==> src/mfq_pkg.sv <==
`timescale 1ns / 1ps
// Package of the multilevel feedback scheduler: beat types, register and outcome codes.
// Depends on nothing; every other file of the block uses it.
package mfq_pkg;

    localparam int LEVELS_DEF   = 4;
    localparam int CAPACITY_DEF = 16;
    localparam int BUDGET_REGS  = 4;
    localparam int ADDR_W       = 5;

    localparam logic [7:0]  QUANTUM_RST = 8'd10;
    localparam logic [23:0] BUDGET_RST0 = 24'd17;
    localparam logic [23:0] BUDGET_RST1 = 24'd300;
    localparam logic [23:0] BUDGET_RST2 = 24'd5196;
    localparam logic [23:0] BUDGET_RST3 = 24'd90000;

    localparam logic [2:0] REG_QUANTUM = 3'd0;
    localparam logic [2:0] REG_BUDGET0 = 3'd1;
    localparam logic [2:0] REG_BUDGET1 = 3'd2;
    localparam logic [2:0] REG_BUDGET2 = 3'd3;
    localparam logic [2:0] REG_BUDGET3 = 3'd4;

    typedef enum logic [2:0] {
        OC_ADDED    = 3'd0,
        OC_DROPPED  = 3'd1,
        OC_IDLE     = 3'd2,
        OC_REQUEUED = 3'd3,
        OC_DEMOTED  = 3'd4,
        OC_FINISHED = 3'd5
    } outcome_t;

    typedef enum logic [1:0] {
        ST_IDLE,
        ST_DECIDE,
        ST_SCAN,
        ST_COMMIT
    } state_t;

    typedef struct packed {
        logic        action;
        logic [15:0] proc_id;
        logic [7:0]  run_time;
        logic [6:0]  job_priority;
    } in_t;

    typedef struct packed {
        logic [2:0]  outcome;
        logic [1:0]  served_level;
        logic [15:0] served_id;
        logic [7:0]  remaining_time;
    } out_t;

    typedef struct packed {
        logic [15:0] id;
        logic [7:0]  run_time;
        logic [6:0]  prio;
    } job_t;

    typedef struct packed {
        logic [7:0]                        quantum;
        logic [BUDGET_REGS-1:0][23:0]      budget;
    } cfg_t;

    function automatic logic [23:0] budget_rst(input int idx);
        logic [23:0] val;
        case (idx)
            0:       val = BUDGET_RST0;
            1:       val = BUDGET_RST1;
            2:       val = BUDGET_RST2;
            default: val = BUDGET_RST3;
        endcase
        return val;
    endfunction

endpackage

==> src/mfq_cfg.sv <==
`timescale 1ns / 1ps
// Configuration registers of the scheduler behind an APB-style port.
// Depends on mfq_pkg.
module mfq_cfg (
    input  logic                        clk,
    input  logic                        rst_n,
    input  logic                        psel,
    input  logic                        penable,
    input  logic                        pwrite,
    input  logic [mfq_pkg::ADDR_W-1:0]  paddr,
    input  logic [31:0]                 pwdata,
    output logic [31:0]                 prdata,
    output mfq_pkg::cfg_t               cfg
);

    mfq_pkg::cfg_t cfg_reg;
    mfq_pkg::cfg_t cfg_next;

    always_comb
    begin
        cfg_next = cfg_reg;
        if (psel && penable && pwrite)
        begin
            unique case (paddr[4:2])
                mfq_pkg::REG_QUANTUM: cfg_next.quantum   = pwdata[7:0];
                mfq_pkg::REG_BUDGET0: cfg_next.budget[0] = pwdata[23:0];
                mfq_pkg::REG_BUDGET1: cfg_next.budget[1] = pwdata[23:0];
                mfq_pkg::REG_BUDGET2: cfg_next.budget[2] = pwdata[23:0];
                mfq_pkg::REG_BUDGET3: cfg_next.budget[3] = pwdata[23:0];
                default:              cfg_next = cfg_reg;
            endcase
        end
    end

    always_comb
    begin
        unique case (paddr[4:2])
            mfq_pkg::REG_QUANTUM: prdata = {24'd0, cfg_reg.quantum};
            mfq_pkg::REG_BUDGET0: prdata = {8'd0, cfg_reg.budget[0]};
            mfq_pkg::REG_BUDGET1: prdata = {8'd0, cfg_reg.budget[1]};
            mfq_pkg::REG_BUDGET2: prdata = {8'd0, cfg_reg.budget[2]};
            mfq_pkg::REG_BUDGET3: prdata = {8'd0, cfg_reg.budget[3]};
            default:              prdata = 32'd0;
        endcase
    end

    always_ff @(posedge clk or negedge rst_n)
    begin
        if (!rst_n)
        begin
            cfg_reg.quantum   <= mfq_pkg::QUANTUM_RST;
            cfg_reg.budget[0] <= mfq_pkg::BUDGET_RST0;
            cfg_reg.budget[1] <= mfq_pkg::BUDGET_RST1;
            cfg_reg.budget[2] <= mfq_pkg::BUDGET_RST2;
            cfg_reg.budget[3] <= mfq_pkg::BUDGET_RST3;
        end
        else
        begin
            cfg_reg <= cfg_next;
        end
    end

    assign cfg = cfg_reg;

endmodule

==> config.mk <==
export PLATFORM = sky130hd
export DESIGN_NAME = mfq_cfg
export DESIGN_NICKNAME = d
export VERILOG_FILES = /design/src/mfq_pkg.sv /design/src/mfq_cfg.sv
export SDC_FILE = /design/constraint.sdc
export NUM_CORES = 1
export LEC_CHECK = 0
export ABC_CLOCK_PERIOD_IN_PS = 1500
export BUFFER_PORTS_ARGS = -buffer_cell sky130_fd_sc_hd__buf_2
export CAP_MARGIN = 20
export CORE_ASPECT_RATIO = 1.75
export CORE_UTILIZATION = 45
export CTS_CLUSTER_DIAMETER = 150
export CTS_CLUSTER_SIZE = 14
export DETAILED_ROUTE_END_ITERATION = 6
export PLACE_DENSITY = 0.85
export SETUP_SLACK_MARGIN = 0.4
export SLEW_MARGIN = 20
export SYNTH_ARGS = -nofsm -noshare
export SYNTH_HDL_FRONTEND = slang
export SYNTH_SLANG_ARGS = --single-unit
==> constraint.sdc <==
create_clock -name clk -period 1.5 [get_ports clk]
set_clock_uncertainty 0.1 [all_clocks]
set_input_delay 0.3 -clock clk [delete_from_list [all_inputs] [get_ports clk]]
set_output_delay 0.3 -clock clk [all_outputs]
set_load 0.01 [all_outputs]
==> summary.txt <==
Status
  – Status: finished with violations
  – Violated checks: negative setup slack

Clock network
  – CTS tree: done
  – Clk sinks: 104
  – Num CTS Buffers: 9
  – H-Tree Depth: 3
  – CTS clk-pin slew, worst paths: 0.08 ns
  – Clock Path Buffers: 2
  – Clk root buf: clkbuf_16
  – Clk_lat worst skew: 0.35 ns

Timing
  – # setup viols final: 39
  – Worst hold margin: 0.123 ns
  – Slew Viols, Final: 0
  – Final Hold Vio Count: 0
  – Min setup slack post-route: -0.371 ns
  – Setup Total Neg Slack: -5.76 ns
  – Clock period minus worst slack: 1.87 ns
  – Fin crit share: 125%
  – RSZ-0062 raised after global routing: yes
  – FMAX: 535 MHz

Place
  – DP HPWL: 9.81 mm
  – Setup WS pre-CTS: -0.356 ns
  – Final Wtd Congestion: 0.823
  – IO buf count: 159

Synthesis
  – Ys Warns: 0
  – Sequential share of the synthesized area: 55.1%
  – Top cells by area, synth: dfrtp_1 (43%), mux2_2 (26%), dfstp_2 (12%)
  – Number of library cell types mapped by synthesis: 26
  – Synthesized instance count: 335
  – Synth Area per Inst: 14.2 sq um
  – Yosys reg bits: 104
  – Cell taking the most area after synthesis: dfrtp_1
  – Synthesized cell area: 4770 sq um
  – Share of the synthesized area in the top cell type: 43.0%

GRT
  – M3 GR Usage: 5.08%
  – Number of global-route vias before repair: 4451
  – Congestion Overflow GR: 0
  – GRT Total Usage: 31.6%
  – Largest net degree at the start of global routing: 51
  – GR met1 Demand/Resource: 36.4%
  – First-pass GRT wire length: 25.8 mm
  – Most used routing layer: met2
  – Initial antenna violation count: 0
  – Met2 global-route usage: 54.4%

Finish
  – Reg area: 2630 sq um
  – Layout fillers: 506
  – Area grow syn2layout: 76.7%
  – Most common cell after layout, fill and taps aside: buf_6
  – Final Net Count: 659
  – Area of the multi-input gates: 2650 sq um
  – Max FFs per register: 104
  – Number of diodes: 0
  – Share of layout cells above drive strength 1: 79.9%
  – Utilization after layout: 81.8%
  – Most frequent cells in the layout: buf_6 (116), mux2_4 (110), buf_2 (105)

Pwr
  – PD cells: 1240 nW/um^2
  – Max IR drop VDD: 1.13 mV
  – P_leak: 0.00414 uW

Hold path
  – Worst Hold Depth: 2
  – HP Class: input pin to flop
  – Hold endpoint: cfg[67]
  – Worst min-delay path startpoint: pwdata[19]

Critical path
  – Crit-path slowest cell: dfrtp_1
  – R2r setup slk: 0.22 ns
  – Worst Path Arrival: 1.47 ns
  – Reg2reg end: cfg[41]
  – Slowest Stage Delay on Critical Path: 0.40 ns
  – R2R Path Start: cfg[41]
  – Delay-heaviest family, CP: flip-flops
  – Crit path cell chain: mux2_4, a32oi_2, o21ai_1, buf_2
  – Kind of end point of the critical path: output port
  – Worst-case reg-to-reg path depth: 4
  – CP Class: flop to output port
  – Max FO, Critical Path: 3
  – Worst Path Buf+Inv: 1
  – Setup crit start kind: flop
  – Worst Path Required: 1.10 ns

Route
  – Via count: 4365
  – DRT Wirelength: 18.8 mm
  – Pre-Repair DR Iteration Count: 5
  – Via/cell ratio: 5.83
  – Post-route ant nets: 0
  – Routed length per instance: 25.1 um
  – Starting DRT DRC Count: 240
  – # DRC: 0

Floorplanning
  – Initial Utilization: 46.3%
  – IO Pins: 178
  – Die Y: 138 um
  – Die ar.: 11000 sq um
  – # rows: 49
  – Die width: 79.8 um
  – Core Area: 10300 sq um

Flow run
  – Maxcap violations: 0
==> cell type report <==
| class | instances | share of cell area [%] |
|---|---|---|
| repair buffers | 296 | 31.9 |
| clock inverters | 4 | 0.624 |
| well taps | 127 | 1.89 |
| clock buffers | 12 | 2.93 |
| flip-flops and latches | 104 | 31.2 |
| multi-input cells | 205 | 31.4 |
| inverters | 1 | 0.0445 |
==> how the worst max path moves through the flow <==
| stage | startpoint | endpoint | slack, ns | cells past startpoint |
|---|---|---|---|---|
| floorplan | paddr[4] | cfg[85] | -0.08 | 5 |
| global placement | paddr[2] | prdata[6] | -0.36 | 7 |
| detailed placement | paddr[2] | prdata[6] | -0.36 | 7 |
| CTS | cfg[28] | prdata[4] | -0.36 | 4 |
| global route | cfg[28] | prdata[4] | -0.44 | 4 |
| finish | cfg[28] | prdata[4] | -0.37 | 4 |
==> synth_stat cells <==
| library cell | number |
|---|---|
| buf_6 | 2 |
| nor2b_1 | 3 |
| nand2b_1 | 1 |
| buf_2 | 5 |
| mux2i_1 | 16 |
| dfrtp_1 | 82 |
| nand4b_4 | 1 |
| nand2_1 | 1 |
| dfstp_2 | 22 |
| conb_1 | 1 |
| nor2_2 | 1 |
| nand3_1 | 1 |
| a32oi_1 | 8 |
| nor3b_2 | 1 |
| buf_4 | 17 |
| buf_1 | 1 |
| o22ai_1 | 16 |
| nor3b_4 | 1 |
| nor3_2 | 1 |
| or3_1 | 1 |
| inv_2 | 1 |
| o21ai_0 | 8 |
| mux2_2 | 112 |
| nor2_1 | 1 |
| clkbuf_1 | 7 |
| a22oi_1 | 24 |
==> metal layers <==
layer	vias up	wire length, um
li1	1806	-
met1	2231	6850
met2	255	10100
met3	73	825
met4	0	995
met5	-	0
==> stage by stage <==
stage          cell area, sq um  power, uW  std cells
2_1_floorplan              5100       5160        342
3_3_place_gp               6170       6140        631
3_5_place_dp               6170       6250        631
4_1_cts                    7790       9580        694
5_1_grt                    8430      10800        749
6_report                   8430      10400        749
==> power breakdown <==
| group | internal (uW) | switching, uW |
|---|---|---|
| clock network | 1350 | 1060 |
| registers | 3450 | 590 |
| logic | 2460 | 1510 |
| total | 7260 | 3160 |
==> timing repair <==
action | CTS | global route
pin swaps | 14 | 19
endpoints found under the setup margin | 232 | 232
buffers inserted | 39 | 55
hold endpoints to repair | 84 | 0
hold buffers | 1 | 0
resized for setup | 200 | 54
cloned | 7 | 0
==> logic make-up (layout without fill, tap and decap cells) <==
kind of cell           Yosys count  after routing  synth area share, %
multiplexers                   128            128                 29.8
flip-flops                     104            104                 55.1
AO/OA/AOI/OAI                   56             56                 8.18
buffers and inverters           33            313                 4.38
AND/OR/NAND/NOR                 13             13                 2.41
other                            1              8               0.0786
No activity file was read; power rests on OpenSTA's default activity.
