===== config.mk =====
export PLATFORM = sky130hd
export DESIGN_NAME = mfq_cell
export DESIGN_NICKNAME = d
export VERILOG_FILES = /design/src/mfq_pkg.sv /design/src/mfq_cell.sv
export SDC_FILE = /design/constraint.sdc
export NUM_CORES = 1
export LEC_CHECK = 0
export BUFFER_PORTS_ARGS = -buffer_cell sky130_fd_sc_hd__buf_2
export CORE_MARGIN = 2
export CORE_UTILIZATION = 50
export DETAILED_ROUTE_END_ITERATION = 6
export PLACE_DENSITY_LB_ADDON = 0.3
export RECOVER_POWER = 100
export SKIP_LAST_GASP = 1
export SYNTH_ARGS = -nofsm -noshare
export SYNTH_HDL_FRONTEND = slang
export SYNTH_SLANG_ARGS = --single-unit

===== constraint.sdc =====
create_clock -name clk -period 6 [get_ports clk]
set_input_delay 0.6 -clock clk [delete_from_list [all_inputs] [get_ports clk]]
set_output_delay 0.6 -clock clk [all_outputs]
set_load 0.02 [all_outputs]

===== src/mfq_pkg.sv =====
`timescale 1ns / 1ps
// Package of the multilevel feedback scheduler: beat types, register and outcome codes.
// Depends on nothing; every other file of the block uses it.
package mfq_pkg;

    localparam int LEVELS_DEF   = 4;
    localparam int CAPACITY_DEF = 16;
    localparam int BUDGET_REGS  = 4;
    localparam int ADDR_W       = 5;

    localparam logic [7:0]  QUANTUM_RST = 8'd10;
    localparam logic [23:0] BUDGET_RST0 = 24'd17;
    localparam logic [23:0] BUDGET_RST1 = 24'd300;
    localparam logic [23:0] BUDGET_RST2 = 24'd5196;
    localparam logic [23:0] BUDGET_RST3 = 24'd90000;

    localparam logic [2:0] REG_QUANTUM = 3'd0;
    localparam logic [2:0] REG_BUDGET0 = 3'd1;
    localparam logic [2:0] REG_BUDGET1 = 3'd2;
    localparam logic [2:0] REG_BUDGET2 = 3'd3;
    localparam logic [2:0] REG_BUDGET3 = 3'd4;

    typedef enum logic [2:0] {
        OC_ADDED    = 3'd0,
        OC_DROPPED  = 3'd1,
        OC_IDLE     = 3'd2,
        OC_REQUEUED = 3'd3,
        OC_DEMOTED  = 3'd4,
        OC_FINISHED = 3'd5
    } outcome_t;

    typedef enum logic [1:0] {
        ST_IDLE,
        ST_DECIDE,
        ST_SCAN,
        ST_COMMIT
    } state_t;

    typedef struct packed {
        logic        action;
        logic [15:0] proc_id;
        logic [7:0]  run_time;
        logic [6:0]  job_priority;
    } in_t;

    typedef struct packed {
        logic [2:0]  outcome;
        logic [1:0]  served_level;
        logic [15:0] served_id;
        logic [7:0]  remaining_time;
    } out_t;

    typedef struct packed {
        logic [15:0] id;
        logic [7:0]  run_time;
        logic [6:0]  prio;
    } job_t;

    typedef struct packed {
        logic [7:0]                        quantum;
        logic [BUDGET_REGS-1:0][23:0]      budget;
    } cfg_t;

    function automatic logic [23:0] budget_rst(input int idx);
        logic [23:0] val;
        case (idx)
            0:       val = BUDGET_RST0;
            1:       val = BUDGET_RST1;
            2:       val = BUDGET_RST2;
            default: val = BUDGET_RST3;
        endcase
        return val;
    endfunction

endpackage


===== src/mfq_cell.sv =====
`timescale 1ns / 1ps
// One job slot of a level row; holds a job and passes the best-so-far and last job onward.
// Depends on mfq_pkg.
module mfq_cell #(
    parameter int CELL_IDX = 0,
    parameter int IDX_W    = 4,
    parameter int OCC_W    = 5
) (
    input  logic                 clk,
    input  logic                 rst_n,
    input  logic [OCC_W-1:0]     occ,
    input  logic                 wr_en,
    input  mfq_pkg::job_t        wr_job,
    input  logic                 prev_ok,
    input  mfq_pkg::job_t        prev_best,
    input  logic [IDX_W-1:0]     prev_idx,
    input  mfq_pkg::job_t        prev_last,
    output logic                 nxt_ok,
    output mfq_pkg::job_t        nxt_best,
    output logic [IDX_W-1:0]     nxt_idx,
    output mfq_pkg::job_t        nxt_last
);

    mfq_pkg::job_t    job_reg;
    logic             ok_reg;
    mfq_pkg::job_t    best_reg;
    logic [IDX_W-1:0] idx_reg;
    mfq_pkg::job_t    last_reg;
    logic             live;
    logic             take;
    logic             is_last;

    assign live    = OCC_W'(CELL_IDX) < occ;
    assign is_last = OCC_W'(CELL_IDX + 1) == occ;
    assign take    = live && (!prev_ok || (job_reg.prio < prev_best.prio) ||
                     ((job_reg.prio == prev_best.prio) && (job_reg.id < prev_best.id)));

    always_ff @(posedge clk)
    begin
        if (wr_en)
        begin
            job_reg <= wr_job;
        end
        best_reg <= take ? job_reg : prev_best;
        idx_reg  <= take ? IDX_W'(CELL_IDX) : prev_idx;
        last_reg <= is_last ? job_reg : prev_last;
    end

    always_ff @(posedge clk or negedge rst_n)
    begin
        if (!rst_n)
        begin
            ok_reg <= 1'b0;
        end
        else
        begin
            ok_reg <= prev_ok || take;
        end
    end

    assign nxt_ok   = ok_reg;
    assign nxt_best = best_reg;
    assign nxt_idx  = idx_reg;
    assign nxt_last = last_reg;

endmodule


==> results of run 1 <==
Yosys cell counts (all sizes together):
library cell	count
a211o	1
nor2	4
o21ai	6
and2	4
edfxtp	31
dfxtp	66
nand2	6
or2	1
inv	24
a22oi	2
nand3b	1
a21oi	7
nor4	2
mux2	61
nand3	1
buf	6
nor3b	1
ha	22
o31ai	1
nand4b	1
a221oi	1
dfrtp	1
nand4	4
a211oi	1
final timing paths:
| check | endpoint | cells after the start |
|---|---|---|
| max | nxt_best[26] | 7 |
| min in group asynchronous | nxt_ok | 2 |
| max in group asynchronous | nxt_ok | 2 |
| max reg2reg | nxt_best[26] | 7 |
| min reg2reg | nxt_best[8] | 1 |
| min | job_reg[14] | 1 |
metal layers:
metal  vias up  global-route usage (%)  wire, um
li1       1262                       -         -
met1      1116                   21.29      3177
met2       105                   32.41      3871
met4         0                   10.10       248
met3        17                   3.983       597
met5         -                       0         0
stage by stage:
stage	instance area [um2]	power (mW)
2_1_floorplan	3795	0.9444
3_3_place_gp	4728	1.034
3_5_place_dp	4728	1.041
4_1_cts	4931	1.451
5_1_grt	4750	1.475
6_report	4750	1.411
cells by family after synthesis:
kind of cell,Yosys count
buffers and inverters,30
flip-flops,98
adder cells (fa/ha/maj),22
AND/OR/NAND/NOR,25
AO/OA/AOI/OAI,19
multiplexers,61
power groups by stage:
stage	clock network, mW	logic, mW	registers, mW
finish	0.415	0.230	0.767
detailed placement	0	0.259	0.782
floorplan	0	0.111	0.833
CTS	0.424	0.260	0.766
global route	0.451	0.250	0.774
global placement	0	0.254	0.780
area by class of cell:
class / count / area (um2) / share of cell area [%]
timing repair buffer: 175 / 797.0 / 16.78
clock inverter: 6 / 55.05 / 1.159
sequential: 98 / 2277 / 47.95
inverter: 24 / 90.09 / 1.897
clock buffer: 10 / 137.6 / 2.898
tap: 99 / 123.9 / 2.608
multi-input combinational: 127 / 1269 / 26.71
==> flow_summary.ini, run 1 <==
[setup_path]
critPathTopFamily = compound AO/OA/AOI/OAI gates
end_kind = register
max_stage_delay_ns = 1.47
r2r_start = job_reg[30]
crit_slowest_cell = a22oi_1
arrival_ns = 4.18
cp-startpoint = job_reg[30]
crit_required_ns = 6.24
cp-start-kind = register
reg2reg_slack_ns = 2.06
path_class = reg -> reg
crit_buf_inv = 1
critPathMaxFanout = 21
crit_chain = ha_1 -> nand4_1 -> nor4_1 -> a221oi_2 -> a22oi_1 -> buf_4 -> mux2_1

[synth]
ys_seq_elements = 98
yosysTopAreaCell = dfxtp_1
synth.area.top_cells = dfxtp_1 (35%), edfxtp_1 (25%), mux2_2 (10%)
yosys.area.top_type_share_pct = 34.82
seq_area_frac_synth_pct = 60.01
syn-num-nets = 383
synth.cell_area_um2 = 3795
synth_cells = 255
post_synth_num_cell_types = 30
synth-adder-area-share_pct = 7.254
syn_area_per_cell_um2 = 14.88
muxShareOfSynthArea_pct = 20.67
synthSimpleGateAreaFrac_pct = 4.451
yosysWarnings = 0
synth_top_family_by_area = multiplexers
synth_compound_area_share_pct = 3.495
synth_xor_area_share_pct = 0

[clock_tree]
clk_latency_ns = 0.36
tritoncts = done
numCtsBuffers = 9
cts.root.buffer_cell = clkbuf_8
clkSinkCount = 98
post_cts_buffers = 0
cts_buffer_depth = 2
h-tree-depth = 3
cts_hold_buffers = 1
ctsResizeCount = 0
clkTransAtPathRegs_ns = 0.11

[placed_design]
dp_cells = 522
pre_cts_ws_ns = 2.741
hpwl_mm = 5.903
io_buffers = 172
globalplace.congestion = 0.7369

[sta]
setup_ws_ns = 2.061
period_needed_ns = 3.939
whs_ns = 0.4050
final.setup.tns_ns = 0
slew_headroom_pct = -33.94
tightest_slew_ns = 2.009
clock_skew_ns = 0.01455
fmax_ghz = 0.2539
setup_viol = 0
rsz0062_at_grt = false
hold_viol = 0
timing.final.crit_share_pct = 65.65
slew_viol_final = 48

[grt]
grt_pass1_vias = 2594
grt_pass1_wl_mm = 11.99
antenna_found_initial = 0
grt_use_total_pct = 18.62
grt_max_degree = 32
grt-ovfl-total = 0

[finish]
final_nets = 563
final_common_cell = buf_2
final_cell_mix = buf_2 (104), clkbuf_1 (69), dfxtp_1 (66)
stdcell_count = 539
n_antenna_cell = 0
fill_cells = 653
area.growth.synth_to_final_pct = 25.16
utilization_pct = 65.13
drive_gt1_share_pct = 38.41

[floorplan]
die_y_um = 91.12
fp-row-count = 31
start_util_pct = 52.04
core_um2 = 7292
die_w_um = 91.12
die_area_um2 = 8303
io_pins = 173

[power]
power_density_nw_per_um2 = 297.1
peakVddDrop_uv = 161.4
switchingPower_uw = 395.1
pwr-share-comb_pct = 16.3
p_leak_nw = 2.130
switching_share_pct = 28.00
p_int_mw = 1.016
seqPwrFrac_pct = 54.3
clockPowerShare_pct = 29.4

[drt]
ant_nets = 0
routedWlPerCell_um = 14.65
drtIter0Drc = 44
drt-total-wl_mm = 7.895
via_per_inst = 4.638
vias = 2500
firstDrtPassIters = 4
drcViolationCount = 0

[job]
drv_cap = 2

[status]
status = complete, but fails checks
violations = max-capacitance violations, max-slew violations

[min_path]
hold_path.class = in -> reg
min_from = wr_job[14]
No activity file was read; power rests on OpenSTA's default activity.
==> run 2, diff against run 1 <==
CORE_UTILIZATION = 42   (was 50)
clock period = 3.37 ns   (was 6 ns; I/O delays follow)
==> flow_summary.ini, run 2 (synthesis gave the netlist of run 1 again) <==
[sta]
setup_viol = 0
slew_viol_final = 32
timing.final.crit_share_pct = 69.33
slew_headroom_pct = -21.60
fmax_ghz = 0.4280
rsz0062_at_grt = false
tightest_slew_ns = 1.824
period_needed_ns = 2.337
clock_skew_ns = 0.01350
final.setup.tns_ns = 0
hold_viol = 0

[grt]
grt_pass1_vias = 2411
grt-ovfl-total = 0
grt_max_degree = 36
grt_use_total_pct = 15.52
antenna_found_initial = 0
grt_pass1_wl_mm = 11.64

[clock_tree]
h-tree-depth = 3
cts.root.buffer_cell = clkbuf_8
cts_buffer_depth = 2
ctsResizeCount = 0
tritoncts = done
clk_latency_ns = 0.36
clkTransAtPathRegs_ns = 0.10
numCtsBuffers = 9
clkSinkCount = 98

[min_path]
whs_path_depth = 1
hold_path.class = in -> reg

[finish]
stdcell_count = 547
area.growth.synth_to_final_pct = 24.86
final_cell_mix = buf_2 (104), clkbuf_1 (70), dfxtp_1 (66)
drive_gt1_share_pct = 35.99
final_common_cell = buf_2
fill_cells = 813
n_antenna_cell = 0
final_nets = 562

[power]
peakVddDrop_uv = 243.7
fin_total_pwr_mw = 2.501
p_leak_nw = 2.093
power_density_nw_per_um2 = 527.8

[setup_path]
reg2regPathDepth = 7
cp-start-kind = input port
end_kind = register
path_class = in -> reg
critPathMaxFanout = 32
arrival_ns = 2.57
crit_required_ns = 3.60

[drt]
firstDrtPassIters = 3
routedWlPerCell_um = 14.68
drt-total-wl_mm = 8.032
drtIter0Drc = 29
via_per_inst = 4.603
vias = 2518
drcViolationCount = 0
ant_nets = 0

[floorplan]
die_area_um2 = 9812
fp-row-count = 34
die_y_um = 99.06
io_pins = 173
core_um2 = 8721
start_util_pct = 43.52
die_w_um = 99.06

[placed_design]
globalplace.congestion = 0.7414
hpwl_mm = 5.935
dp_cells = 530
io_buffers = 172

[status]
violations = max-capacitance violations, max-slew violations
status = complete, but fails checks

[job]
drv_cap = 1
[run 2: critical path: stages]
cell,delay [ns]
buf_2,0.10
nor4_1,0.53
nand2_1,0.98
mux2_2,0.62
[run 2: what timing repair did]
action / in CTS / in global routing
endpoints found under the setup margin: 0 / 0
hold endpoints to repair: 1 / 0
hold buffers: 1 / 0
setup buffers: 0 / 0
[run 2: metal layers]
layer	global-route usage, %	part of all wire (%)	up-vias
met5	0	0	-
met4	5.479	1.6	0
met3	4.539	6.2	10
met2	25.99	49	88
met1	19.13	43	1161
li1	-	-	1259
[run 2: path summary, 6_finish.rpt]
path / startpoint / endpoint / slack, ns
max reg2reg: job_reg[6] / nxt_best[18] / 1.06
max: occ[1] / nxt_last[6] / 1.03
max in group asynchronous: rst_n / nxt_ok / 3.01
min reg2reg: job_reg[14] / nxt_best[14] / 0.49
min: wr_job[7] / job_reg[7] / 0.15
min in group asynchronous: rst_n / nxt_ok / 0.28
[run 2: layout make-up]
type	count	area (um2)	share of cell area [%]
flip-flops and latches	98	2277	48.06
multi-input cells	127	1242	26.22
repair buffers	174	805.8	17.01
well taps	108	135.1	2.852
clock buffers	11	131.4	2.773
inverters	24	90.09	1.901
clock inverters	5	56.30	1.188
[run 2: through the flow]
| stage | util (%) | cell area (um2) | setup WS, ns | hold WS [ns] |
|---|---|---|---|---|
| 2_1_floorplan | - | 3795 | 1.213 | 0.04141 |
| 3_3_place_gp | 54.43 | 4747 | 1.068 | 0.1123 |
| 3_5_place_dp | 54.43 | 4747 | 1.015 | 0.1128 |
| 4_1_cts | 56.70 | 4945 | 1.012 | 0.1379 |
| 5_1_grt | 54.33 | 4738 | 0.8592 | 0.1206 |
| 6_report | 54.33 | 4738 | 1.033 | 0.1499 |
[run 2: power breakdown]
group          leakage (nW)  internal, mW  total (mW)  switching (mW)
logic                  1.13         0.166       0.399           0.233
clock network        0.0933         0.343       0.736           0.393
registers             0.868          1.33        1.37          0.0393
total                  2.09          1.84        2.50           0.665
==> run 3, diff against run 2 <==
CORE_UTILIZATION = 47   (was 42)
clock period = 2.4 ns   (was 3.37 ns; I/O delays follow)
==> flow_summary.ini, run 3 (synthesis gave the netlist of run 1 again) <==
[status]
status = complete, but fails checks
violations = max-capacitance violations, max-slew violations

[min_path]
whs_path_depth = 1
hold_path.class = in -> reg
min_from = wr_job[5]
hold-path-endpoint = job_reg[5]

[setup_path]
reg2reg_to = nxt_best[8]
crit_buf_inv = 1
cp-startpoint = job_reg[30]
arrival_ns = 2.48
path_class = reg -> reg
critPathTopFamily = simple AND/OR/NAND/NOR gates
end_kind = register
r2r_start = job_reg[30]
reg2regPathDepth = 7
crit_chain = ha_1 -> nand4_2 -> nor4_2 -> a221oi_2 -> a22oi_4 -> buf_12 -> mux2_1
critPathMaxFanout = 20
max_stage_delay_ns = 0.43
crit_slowest_cell = edfxtp_1
reg2reg_slack_ns = 0.16
cp-start-kind = register
crit_required_ns = 2.64

[drt]
vias = 2592
drt-total-wl_mm = 8.147
via_per_inst = 4.756
ant_nets = 0
routedWlPerCell_um = 14.95
drcViolationCount = 0
drtIter0Drc = 48
firstDrtPassIters = 4

[power]
peakVddDrop_uv = 557.2
fin_total_pwr_mw = 3.661
power_density_nw_per_um2 = 759.3
p_leak_nw = 2.134

[sta]
setup_viol = 0
rsz0062_at_grt = false
final.setup.tns_ns = 0
tightest_slew_ns = 1.880
slew_viol_final = 32
clock_skew_ns = 0.008775
period_needed_ns = 2.245
slew_headroom_pct = -25.32
whs_ns = 0.05042
hold_viol = 0
timing.final.crit_share_pct = 93.52
fmax_ghz = 0.4455

[grt]
grt_max_degree = 32
grt-ovfl-total = 0
antenna_found_initial = 0
grt_pass1_vias = 2606
grt_pass1_wl_mm = 12.02
grt_use_total_pct = 18.31

[clock_tree]
clkSinkCount = 98
numCtsBuffers = 9
tritoncts = done
ctsResizeCount = 0
clkTransAtPathRegs_ns = 0.10
cts_hold_buffers = 1
cts_buffer_depth = 2
clk_latency_ns = 0.36
cts.root.buffer_cell = clkbuf_8
post_cts_buffers = 0
h-tree-depth = 3

[finish]
final_nets = 566
fill_cells = 710
area.growth.synth_to_final_pct = 27.04
drive_gt1_share_pct = 37.25
final_common_cell = buf_2
utilization_pct = 62.07
final_cell_mix = buf_2 (103), clkbuf_1 (72), dfxtp_1 (66)
n_antenna_cell = 0

[placed_design]
globalplace.congestion = 0.7092
io_buffers = 172
hpwl_mm = 6.199

[floorplan]
die_area_um2 = 8809
io_pins = 173
fp-row-count = 32
die_w_um = 93.86
die_y_um = 93.86
start_util_pct = 48.86
core_um2 = 7767

[job]
drv_cap = 1
## run 3: per-stage QoR
stage	worst slack (ns)	cells	instance area (um2)
2_1_floorplan	0.2433	255	3795
3_3_place_gp	0.1898	528	4780
3_5_place_dp	0.1427	528	4780
4_1_cts	0.1283	545	5007
5_1_grt	0.04106	545	4821
6_report	0.1554	545	4821
## run 3: worst max path at each step
| stage | depth (start not counted) | end | slack, ns |
|---|---|---|---|
| 6_report | 7 | nxt_best[8] | 0.16 |
| 2_1_floorplan | 7 | nxt_best[10] | 0.24 |
| 3_5_place_dp | 7 | nxt_best[0] | 0.14 |
| 5_1_grt | 7 | nxt_best[0] | 0.04 |
| 3_3_place_gp | 7 | nxt_best[1] | 0.19 |
| 4_1_cts | 7 | nxt_best[0] | 0.13 |
## run 3: worst reg2reg max path, stage by stage, from the launching register on
cell and delay (ns):
edfxtp_1 0.43, ha_1 0.35, nand4_2 0.14, nor4_2 0.32
a221oi_2 0.12, a22oi_4 0.21, buf_12 0.21, mux2_1 0.36
## run 3: final cells by class
| cell class | count | area, um2 | area share [%] |
|---|---|---|---|
| Inverter | 24 | 90.09 | 1.869 |
| Clock inverter | 6 | 90.09 | 1.869 |
| Timing Repair Buffer | 178 | 839.6 | 17.42 |
| Multi-Input combinational cell | 127 | 1269 | 26.32 |
| Sequential cell | 98 | 2277 | 47.24 |
| Clock buffer | 10 | 127.6 | 2.647 |
| Tap cell | 102 | 127.6 | 2.647 |
## run 3: where the power goes
part / internal (mW) / switching [mW] / total [mW]
Sequential: 1.86 / 0.0548 / 1.92
Combinational: 0.248 / 0.337 / 0.585
Clock: 0.592 / 0.566 / 1.16
## run 3: metal layers
layer	track usage, %	up-vias	wire, um
li1	-	1270	-
met1	21.25	1211	3366
met2	31.85	102	4078
met3	5.136	9	581
met4	7.246	0	121
met5	0	-	0
